[src/pcm2s16_pkg.sv]
`default_nettype none
package pcm2s16_pkg;

    localparam int MAX_CHANNELS = 8;
    localparam int CHAN_W = 3;
    localparam int COUNT_W = 4;
    localparam int GAIN_W = 15;
    localparam int PEAK_W = 16;
    localparam int FRAME_W = 40;
    localparam int CFG_INDEX_W = 2;
    localparam int CFG_DATA_W = 15;
    localparam int DECAY_PROD_W = PEAK_W + GAIN_W;

    // sample format codes; anything else is unsupported
    localparam logic [2:0] FMT_S16 = 3'd0;
    localparam logic [2:0] FMT_S24 = 3'd1;
    localparam logic [2:0] FMT_S32 = 3'd2;
    localparam logic [2:0] FMT_F32 = 3'd3;

    // configuration register indexes
    localparam logic [CFG_INDEX_W-1:0] REG_SAMPLE_FORMAT = 2'd0;
    localparam logic [CFG_INDEX_W-1:0] REG_CHANNEL_COUNT = 2'd1;
    localparam logic [CFG_INDEX_W-1:0] REG_DECAY_GAIN = 2'd2;

    localparam logic [2:0] RESET_SAMPLE_FORMAT = FMT_S16;
    localparam logic [COUNT_W-1:0] RESET_CHANNEL_COUNT = 4'd2;
    localparam logic [GAIN_W-1:0] RESET_DECAY_GAIN = 15'd23593;

    localparam logic MODE_SAMPLE = 1'b0;
    localparam logic MODE_TICK = 1'b1;

    // float32 conversion constants
    localparam logic [14:0] FLOAT_SCALE = 15'd32767;
    localparam logic [15:0] FULL_SCALE = 16'd32767;
    localparam logic [7:0] EXP_ONE = 8'd127;
    localparam logic [7:0] EXP_SPECIAL = 8'd255;
    localparam logic [7:0] EXP_SHIFT_BASE = 8'd150;
    localparam int FLOAT_PROD_W = 39;

    typedef struct packed {
        logic step;
        logic tick;
        logic [CHAN_W-1:0] channel;
        logic [PEAK_W-1:0] mag;
    } meter_in_t;

    typedef struct packed {
        logic [PEAK_W-1:0] peak_left;
        logic [PEAK_W-1:0] peak_right;
        logic [FRAME_W-1:0] frame_count;
    } stats_t;

endpackage
`default_nettype wire

[src/pcm2s16_in_if.sv]
`default_nettype none
interface pcm2s16_in_if;
    logic valid;
    logic ready;
    logic mode;
    logic [31:0] raw_sample;
    logic [pcm2s16_pkg::CHAN_W-1:0] channel;
    logic silent;

    modport source (output valid, mode, raw_sample, channel, silent, input ready);
    modport sink (input valid, mode, raw_sample, channel, silent, output ready);
endinterface
`default_nettype wire

[src/pcm2s16_out_if.sv]
`default_nettype none
interface pcm2s16_out_if;
    logic valid;
    logic ready;
    logic signed [15:0] pcm_sample;
    logic [pcm2s16_pkg::PEAK_W-1:0] peak_left;
    logic [pcm2s16_pkg::PEAK_W-1:0] peak_right;
    logic [pcm2s16_pkg::FRAME_W-1:0] frame_count;

    modport source (output valid, pcm_sample, peak_left, peak_right, frame_count,
                    input ready);
    modport sink (input valid, pcm_sample, peak_left, peak_right, frame_count,
                  output ready);
endinterface
`default_nettype wire

[src/pcm2s16_cfg_if.sv]
`default_nettype none
interface pcm2s16_cfg_if;
    logic valid;
    logic ready;
    logic [pcm2s16_pkg::CFG_INDEX_W-1:0] index;
    logic [pcm2s16_pkg::CFG_DATA_W-1:0] data;

    modport source (output valid, index, data, input ready);
    modport sink (input valid, index, data, output ready);
endinterface
`default_nettype wire

[src/pcm_to_s16_with_peak_meter.sv]
`default_nettype none
// Converts interleaved capture samples (s16, s24, s32 or float32, per sample_format) to
// signed 16-bit and keeps a held peak for channels 0 and 1 plus a 40-bit completed-frame
// count; a tick item decays both peaks by decay_gain. One item is accepted per cycle while
// the output is not stalled: the item passes an input register, the conversion and meter
// update run combinationally, and the result sits in an output register that can be
// stalled while the next item is taken. Every item gives exactly one result.
// The configuration port is always ready; write it only while no item is in flight.
module pcm_to_s16_with_peak_meter (
    input wire logic clk,
    input wire logic rst_n,
    pcm2s16_in_if.sink    samples,
    pcm2s16_out_if.source results,
    pcm2s16_cfg_if.sink   cfg
);

    logic [2:0] sample_format_reg;
    logic [pcm2s16_pkg::COUNT_W-1:0] channel_count_reg;
    logic [pcm2s16_pkg::GAIN_W-1:0] decay_gain_reg;

    logic in_valid_reg;
    logic in_mode_reg;
    logic [31:0] in_raw_reg;
    logic [pcm2s16_pkg::CHAN_W-1:0] in_channel_reg;
    logic in_silent_reg;

    logic out_valid_reg;
    logic signed [15:0] out_sample_reg;
    pcm2s16_pkg::stats_t out_stats_reg;

    logic advance;
    logic signed [15:0] conv_sample;
    logic [pcm2s16_pkg::PEAK_W-1:0] conv_mag;
    pcm2s16_pkg::meter_in_t meter_item;
    pcm2s16_pkg::stats_t stats_next;

    assign cfg.ready = 1'b1;

    always_ff @(posedge clk or negedge rst_n)
    begin
        if (!rst_n)
        begin
            sample_format_reg <= pcm2s16_pkg::RESET_SAMPLE_FORMAT;
            channel_count_reg <= pcm2s16_pkg::RESET_CHANNEL_COUNT;
            decay_gain_reg <= pcm2s16_pkg::RESET_DECAY_GAIN;
        end
        else if (cfg.valid)
        begin
            unique case (cfg.index)
                pcm2s16_pkg::REG_SAMPLE_FORMAT: sample_format_reg <= cfg.data[2:0];
                pcm2s16_pkg::REG_CHANNEL_COUNT:
                    channel_count_reg <= cfg.data[pcm2s16_pkg::COUNT_W-1:0];
                pcm2s16_pkg::REG_DECAY_GAIN: decay_gain_reg <= cfg.data;
                default: ;
            endcase
        end
    end

    // item leaves the input register when the output register is free or draining
    assign advance = in_valid_reg && (!out_valid_reg || results.ready);
    assign samples.ready = !in_valid_reg || advance;

    always_ff @(posedge clk or negedge rst_n)
    begin
        if (!rst_n)
        begin
            in_valid_reg <= 1'b0;
        end
        else if (samples.ready)
        begin
            in_valid_reg <= samples.valid;
        end
    end

    always_ff @(posedge clk)
    begin
        if (samples.ready && samples.valid)
        begin
            in_mode_reg <= samples.mode;
            in_raw_reg <= samples.raw_sample;
            in_channel_reg <= samples.channel;
            in_silent_reg <= samples.silent;
        end
    end

    pcm2s16_cvt u_cvt (
        .sample_format (sample_format_reg),
        .raw_sample    (in_raw_reg),
        .silent        (in_silent_reg),
        .pcm_sample    (conv_sample),
        .mag           (conv_mag)
    );

    always_comb
    begin
        meter_item.step = advance;
        meter_item.tick = (in_mode_reg == pcm2s16_pkg::MODE_TICK);
        meter_item.channel = in_channel_reg;
        meter_item.mag = conv_mag;
    end

    pcm2s16_meter u_meter (
        .clk           (clk),
        .rst_n         (rst_n),
        .channel_count (channel_count_reg),
        .decay_gain    (decay_gain_reg),
        .item          (meter_item),
        .stats_next    (stats_next)
    );

    always_ff @(posedge clk or negedge rst_n)
    begin
        if (!rst_n)
        begin
            out_valid_reg <= 1'b0;
        end
        else if (!out_valid_reg || results.ready)
        begin
            out_valid_reg <= in_valid_reg;
        end
    end

    always_ff @(posedge clk)
    begin
        if (advance)
        begin
            out_sample_reg <= (in_mode_reg == pcm2s16_pkg::MODE_TICK) ? 16'sd0 : conv_sample;
            out_stats_reg <= stats_next;
        end
    end

    assign results.valid = out_valid_reg;
    assign results.pcm_sample = out_sample_reg;
    assign results.peak_left = out_stats_reg.peak_left;
    assign results.peak_right = out_stats_reg.peak_right;
    assign results.frame_count = out_stats_reg.frame_count;

endmodule
`default_nettype wire

[src/pcm2s16_cvt.sv]
`default_nettype none
module pcm2s16_cvt (
    input  wire logic [2:0]  sample_format,
    input  wire logic [31:0] raw_sample,
    input  wire logic        silent,
    output logic signed [15:0] pcm_sample,
    output logic [pcm2s16_pkg::PEAK_W-1:0] mag
);

    logic        f_neg;
    logic [7:0]  f_exp;
    logic [22:0] f_man;
    logic [7:0]  f_shift;
    logic [pcm2s16_pkg::FLOAT_PROD_W-1:0] f_prod;
    logic [pcm2s16_pkg::FLOAT_PROD_W-1:0] f_shifted;
    logic [15:0] f_mag;
    logic [15:0] f_sample;
    logic [15:0] conv;

    assign f_neg = raw_sample[31];
    assign f_exp = raw_sample[30:23];
    assign f_man = raw_sample[22:0];
    assign f_shift = pcm2s16_pkg::EXP_SHIFT_BASE - f_exp;
    assign f_prod = pcm2s16_pkg::FLOAT_PROD_W'({1'b1, f_man})
                  * pcm2s16_pkg::FLOAT_PROD_W'(pcm2s16_pkg::FLOAT_SCALE);
    assign f_shifted = f_prod >> f_shift;

    always_comb
    begin
        if (f_exp == pcm2s16_pkg::EXP_SPECIAL && f_man != 23'd0)
        begin
            f_mag = 16'd0;
        end
        else if (f_exp >= pcm2s16_pkg::EXP_ONE)
        begin
            f_mag = pcm2s16_pkg::FULL_SCALE;
        end
        else if (f_exp == 8'd0 || f_shift >= 8'(pcm2s16_pkg::FLOAT_PROD_W))
        begin
            // denormals and values too small to reach one lsb
            f_mag = 16'd0;
        end
        else
        begin
            f_mag = f_shifted[15:0];
        end
        f_sample = f_neg ? (16'd0 - f_mag) : f_mag;
    end

    always_comb
    begin
        unique case (sample_format)
            pcm2s16_pkg::FMT_S16: conv = raw_sample[15:0];
            pcm2s16_pkg::FMT_S24: conv = raw_sample[23:8];
            pcm2s16_pkg::FMT_S32: conv = raw_sample[31:16];
            pcm2s16_pkg::FMT_F32: conv = f_sample;
            default:              conv = 16'd0;
        endcase
        pcm_sample = silent ? 16'sd0 : $signed(conv);
        // -32768 folds to 0x8000, read unsigned as 32768
        mag = pcm_sample[15] ? (16'd0 - $unsigned(pcm_sample)) : $unsigned(pcm_sample);
    end

endmodule
`default_nettype wire

[src/pcm2s16_meter.sv]
`default_nettype none
module pcm2s16_meter (
    input  wire logic clk,
    input  wire logic rst_n,
    input  wire logic [pcm2s16_pkg::COUNT_W-1:0] channel_count,
    input  wire logic [pcm2s16_pkg::GAIN_W-1:0]  decay_gain,
    input  wire pcm2s16_pkg::meter_in_t          item,
    output pcm2s16_pkg::stats_t                  stats_next
);

    logic [pcm2s16_pkg::PEAK_W-1:0]  peak_left_reg;
    logic [pcm2s16_pkg::PEAK_W-1:0]  peak_right_reg;
    logic [pcm2s16_pkg::FRAME_W-1:0] frames_reg;
    logic [pcm2s16_pkg::COUNT_W-1:0] cnt_eff;
    logic [pcm2s16_pkg::COUNT_W-1:0] chan_ext;
    logic [pcm2s16_pkg::DECAY_PROD_W-1:0] decay_left;
    logic [pcm2s16_pkg::DECAY_PROD_W-1:0] decay_right;
    logic in_frame;

    assign decay_left = pcm2s16_pkg::DECAY_PROD_W'(peak_left_reg)
                      * pcm2s16_pkg::DECAY_PROD_W'(decay_gain);
    assign decay_right = pcm2s16_pkg::DECAY_PROD_W'(peak_right_reg)
                       * pcm2s16_pkg::DECAY_PROD_W'(decay_gain);
    assign chan_ext = pcm2s16_pkg::COUNT_W'(item.channel);

    always_comb
    begin
        priority if (channel_count == '0)
        begin
            cnt_eff = pcm2s16_pkg::COUNT_W'(1);
        end
        else if (channel_count > pcm2s16_pkg::COUNT_W'(pcm2s16_pkg::MAX_CHANNELS))
        begin
            cnt_eff = pcm2s16_pkg::COUNT_W'(pcm2s16_pkg::MAX_CHANNELS);
        end
        else
        begin
            cnt_eff = channel_count;
        end
        in_frame = chan_ext < cnt_eff;

        stats_next.peak_left = peak_left_reg;
        stats_next.peak_right = peak_right_reg;
        stats_next.frame_count = frames_reg;
        if (item.tick)
        begin
            stats_next.peak_left =
                decay_left[pcm2s16_pkg::DECAY_PROD_W-1:pcm2s16_pkg::GAIN_W];
            stats_next.peak_right =
                decay_right[pcm2s16_pkg::DECAY_PROD_W-1:pcm2s16_pkg::GAIN_W];
        end
        else if (in_frame)
        begin
            if (chan_ext == pcm2s16_pkg::COUNT_W'(0) && item.mag > peak_left_reg)
            begin
                stats_next.peak_left = item.mag;
            end
            if (chan_ext == pcm2s16_pkg::COUNT_W'(1) && item.mag > peak_right_reg)
            begin
                stats_next.peak_right = item.mag;
            end
            if (chan_ext == cnt_eff - pcm2s16_pkg::COUNT_W'(1))
            begin
                stats_next.frame_count = frames_reg + pcm2s16_pkg::FRAME_W'(1);
            end
        end
    end

    always_ff @(posedge clk or negedge rst_n)
    begin
        if (!rst_n)
        begin
            peak_left_reg <= '0;
            peak_right_reg <= '0;
            frames_reg <= '0;
        end
        else if (item.step)
        begin
            peak_left_reg <= stats_next.peak_left;
            peak_right_reg <= stats_next.peak_right;
            frames_reg <= stats_next.frame_count;
        end
    end

endmodule
`default_nettype wire
[src/flat_wrapper.sv]
// flat-port wrapper written by rule: the top's interface ports become plain ports
module pcm_to_s16_with_peak_meter_flat 
  (clk, rst_n, samples_valid, samples_mode, samples_raw_sample, samples_channel, samples_silent, samples_ready, results_valid, results_pcm_sample, results_peak_left, results_peak_right, results_frame_count, results_ready, cfg_valid, cfg_index, cfg_data, cfg_ready);
  pcm2s16_in_if samples_i ();
  pcm2s16_out_if results_i ();
  pcm2s16_cfg_if cfg_i ();
  input wire logic clk;
  input wire logic rst_n;
  input wire logic [$bits(samples_i.valid)-1:0] samples_valid;
  input wire logic [$bits(samples_i.mode)-1:0] samples_mode;
  input wire logic [$bits(samples_i.raw_sample)-1:0] samples_raw_sample;
  input wire logic [$bits(samples_i.channel)-1:0] samples_channel;
  input wire logic [$bits(samples_i.silent)-1:0] samples_silent;
  output wire logic [$bits(samples_i.ready)-1:0] samples_ready;
  output wire logic [$bits(results_i.valid)-1:0] results_valid;
  output wire logic [$bits(results_i.pcm_sample)-1:0] results_pcm_sample;
  output wire logic [$bits(results_i.peak_left)-1:0] results_peak_left;
  output wire logic [$bits(results_i.peak_right)-1:0] results_peak_right;
  output wire logic [$bits(results_i.frame_count)-1:0] results_frame_count;
  input wire logic [$bits(results_i.ready)-1:0] results_ready;
  input wire logic [$bits(cfg_i.valid)-1:0] cfg_valid;
  input wire logic [$bits(cfg_i.index)-1:0] cfg_index;
  input wire logic [$bits(cfg_i.data)-1:0] cfg_data;
  output wire logic [$bits(cfg_i.ready)-1:0] cfg_ready;
  assign samples_i.valid = samples_valid;
  assign samples_i.mode = samples_mode;
  assign samples_i.raw_sample = samples_raw_sample;
  assign samples_i.channel = samples_channel;
  assign samples_i.silent = samples_silent;
  assign samples_ready = samples_i.ready;
  assign results_valid = results_i.valid;
  assign results_pcm_sample = results_i.pcm_sample;
  assign results_peak_left = results_i.peak_left;
  assign results_peak_right = results_i.peak_right;
  assign results_frame_count = results_i.frame_count;
  assign results_i.ready = results_ready;
  assign cfg_i.valid = cfg_valid;
  assign cfg_i.index = cfg_index;
  assign cfg_i.data = cfg_data;
  assign cfg_ready = cfg_i.ready;
  pcm_to_s16_with_peak_meter u_core (.clk(clk), .rst_n(rst_n), .samples(samples_i), .results(results_i), .cfg(cfg_i));
endmodule
[config.mk]
export PLATFORM = sky130hd
export DESIGN_NAME = pcm_to_s16_with_peak_meter_flat
export DESIGN_NICKNAME = d
export VERILOG_FILES = /design/src/pcm2s16_pkg.sv /design/src/pcm2s16_in_if.sv /design/src/pcm2s16_out_if.sv /design/src/pcm2s16_cfg_if.sv /design/src/pcm_to_s16_with_peak_meter.sv /design/src/pcm2s16_cvt.sv /design/src/pcm2s16_meter.sv /design/src/flat_wrapper.sv
export SDC_FILE = /design/constraint.sdc
export NUM_CORES = 2
export LEC_CHECK = 0
export BUFFER_PORTS_ARGS = -buffer_cell sky130_fd_sc_hd__clkbuf_2
export CORE_MARGIN = 2
export CORE_UTILIZATION = 59
export CTS_BUF_LIST = sky130_fd_sc_hd__clkbuf_8
export DETAILED_ROUTE_END_ITERATION = 12
export PLACE_DENSITY = 0.76
export SYNTH_ARGS = -nofsm -noshare
export SYNTH_HDL_FRONTEND = slang
export SYNTH_SLANG_ARGS = --single-unit
[constraint.sdc]
create_clock -name clk -period 16.22 [get_ports clk]
set_input_delay 1.622 -clock clk [delete_from_list [all_inputs] [get_ports clk]]
set_output_delay 1.622 -clock clk [all_outputs]
set_load 0.02 [all_outputs]
==> run summary <==
* run status: finished, final reports clean
* post-CTS setup buffer count: 0
* total wire length after detailed routing: 125,600 microns
* Worst Hold End: u_core.u_meter.frames_reg[39]
* instance count of the mapped netlist: 4,176
* total number of vias: 32,292
* Synth top cells by count: sky130_fd_sc_hd__inv_1, sky130_fd_sc_hd__fa_1, sky130_fd_sc_hd__nand2_1, sky130_fd_sc_hd__ha_1, sky130_fd_sc_hd__nor2_1
* yosys warns: 0
* vias in the first global route: 32,455
* Total Die Area: 66,150 sq um
* final max-slew violation count: 0
* number of cells on the worst reg-to-reg path: 42
* classification of the worst setup path: reg -> reg
* number of max-cap violations: 0
* largest cells by area after synthesis: sky130_fd_sc_hd__fa_1, sky130_fd_sc_hd__ha_1, sky130_fd_sc_hd__edfxtp_1
* site row count: 92
* met2 Resource Use GR: 59.41%
* post-layout util: 63.78%
* transition time of the tightest slew-check pin: 1.158 ns
* mapped cell area: 37,820 sq um
* clock-pin transition on the worst setup and hold timing paths: 0.06 ns
* endpoint class of the critical path: flop
* number of resized instances in the post-cts repair step: 0
* root cell of the clock tree: sky130_fd_sc_hd__clkbuf_8
* Arr. time, crit path: 14.75 ns
* DRT antenna net count: 0
* sum of negative setup slack: 0 ns
* GRT busiest layer: met2
* Net count, final: 5,126
* fraction of final layout cells with drive strength greater than 1: 9.162%
* library cell appearing most often on the critical path: sky130_fd_sc_hd__inv_1
* Worst path max stage delay: 0.90 ns
* quantity of I/O buffers inserted on ports: 148
* Vias per Instance: 6.339
* maximum number of pins on one net before global-route repair: 59
* detailed-route wire length per cell: 24.65 microns
* min cycle time layout: 14.21 ns
* first-pass detailed-route iteration total: 8
* slack of the worst reg-to-reg path: 2.01 ns
* maximum level of the CTS H-tree: 2
* Initial Util: 59.85%
* Hold Buf Count CTS: 0
* chip width: 257.2 microns
* number of design-rule violations left by the first detailed-router iteration: 3,298
* Max Root-Sink Buffers: 3
* count of flip-flops with a built-in enable after synthesis: 125
* global-route wire length before repair: 195,700 microns
* critical path required time: 16.76 ns
* met3 track demand over resource: 6.797%
* beginning of the worst register-to-register path: u_core.in_raw_reg[22]
* initial antenna violation count: 2
* Synth Register Bits: 221
* maximum fanout count along the critical path: 29
* worst reg2reg endpoint: u_core.u_meter.peak_right_reg[14]
* number of design rule violations left after detail routing: 0
* setup repair after global routing missed its margin: false
* worst setup timing slack at the placement stage: 2.563 ns
* total clock sinks: 221
* count of distinct cell types in the synthesized netlist: 110
* global-route total usage across every layer: 38.58%
* Max stage delay cell, worst path: sky130_fd_sc_hd__o31ai_2
* post-synthesis net count: 5,092
* prevailing post-synth register cell: sky130_fd_sc_hd__edfxtp_1
* clock insertion delay at the later pin of the skew report: 0.73 ns
* Period Utilization, post-route: 87.60%
* worst setup path startpoint: u_core.in_raw_reg[22]
* mean post-synth cell area: 9.057 sq um
* share of async-settable or async-resettable flops after synthesis: 43.44%
* GP Congestion: 1.017
* final global-route overflow total: 0
* number of cells on the worst hold path: 1
* area grow syn2layout: 6.560%
* number of I/O pins: 150
* die height: 257.2 microns
* area of the placeable core: 63,200 sq um
* area share of the leading cell type in the synthesized netlist: 28.05%
* Hold Crit Class: reg -> reg
* CTS tree: done
* worst path setup slack after routing: 2.012 ns
* Num CTS Buffers: 44
* final setup violation count: 0
* startpoint types: flop
* maximum operating frequency: 0.07038 GHz
* headroom to the max-slew limit: 22.63%
* post-DP HPWL: 99,490 microns
* GR Util met1: 54.43%
* Worst Skew: 0.1196 ns
* area leader, netlist: sky130_fd_sc_hd__fa_1
* most used standard cell by instance count after synthesis: sky130_fd_sc_hd__inv_1
* launch instance of the worst min-delay path: u_core.u_meter.frames_reg[39]
* share of synthesized area occupied by flip-flops and latches: 16.30%
* Hold Violations, Final: 0
## worst max path at each step
stage	slack, ns	end	depth (start not counted)
floorplan	4.60	u_core.results.peak_left[6]	43
global placement	2.65	u_core.u_meter.peak_right_reg[14]	43
detailed placement	2.56	u_core.u_meter.peak_right_reg[14]	47
CTS	2.47	u_core.u_meter.peak_right_reg[14]	47
global route	1.06	u_core.u_meter.peak_right_reg[14]	43
finish	2.01	u_core.u_meter.peak_right_reg[14]	42
## metal layers
layer  up-vias  share of wire, %
met5         -                 0
met4         0               4.4
met3       265               9.1
met2      1635                45
met1     16246                42
li1      14146                 -
## kinds of logic (layout without fill, tap and decap cells)
| family | after synthesis | count (layout) | synth area share [%] |
|---|---|---|---|
| adder cells (fa/ha/maj) | 857 | 857 | 38.87 |
| multiplexers | 68 | 68 | 2.048 |
| AND/OR/NAND/NOR | 1327 | 1327 | 17.10 |
| XOR/XNOR | 153 | 153 | 3.543 |
| flip-flops | 221 | 221 | 16.30 |
| buffers and inverters | 827 | 897 | 8.333 |
| AO/OA/AOI/OAI | 722 | 722 | 13.79 |
| other | 1 | 3 | 0.009915 |
## cell type report
class,instances,area (sq um)
Tap cell,846,1059
Multi-Input combinational cell,3128,28550
Timing Repair Buffer,210,1209
Sequential cell,221,6166
Fill cell,5306,22890
Clock inverter,26,272.8
Clock buffer,56,770.7
Inverter,605,2273
Antenna cell,2,5.005
## critical path: cells and delay by family (launching register included)
kind | cells | cell delay (ns)
buffers and inverters | 6 | 1.12
XOR/XNOR | 1 | 0.34
AO/OA/AOI/OAI | 18 | 6.56
flip-flops | 1 | 0.64
AND/OR/NAND/NOR | 9 | 1.69
adder cells (fa/ha/maj) | 8 | 3.66
## stage by stage
stage | instances | hold slack [ns] | area (sq um)
finish | 5094 | 0.4892 | 40300
global route | 5093 | 0.5030 | 40300
CTS | 5092 | 0.4949 | 40300
detailed placement | 5010 | 0.4826 | 39260
global placement | 5010 | 0.4818 | 39260
floorplan | 4176 | 0.4572 | 37820
## placed cells by master, fill, tap and decap left out, drive strengths merged, types with 69 or more instances in the layout
| master | n |
|---|---|
| inv | 615 |
| fa | 530 |
| nand2 | 499 |
| ha | 327 |
| nor2 | 218 |
| clkbuf | 203 |
| and2 | 201 |
| a21oi | 144 |
| o21ai | 127 |
| edfxtp | 125 |
| nand3 | 96 |
| dfrtp | 88 |
| xnor2 | 84 |
| nor3 | 78 |
| xor2 | 69 |
Power is left out: the tool's default activity adds up to more than one toggle a clock period on the data nets, which glitch-free logic cannot reach.
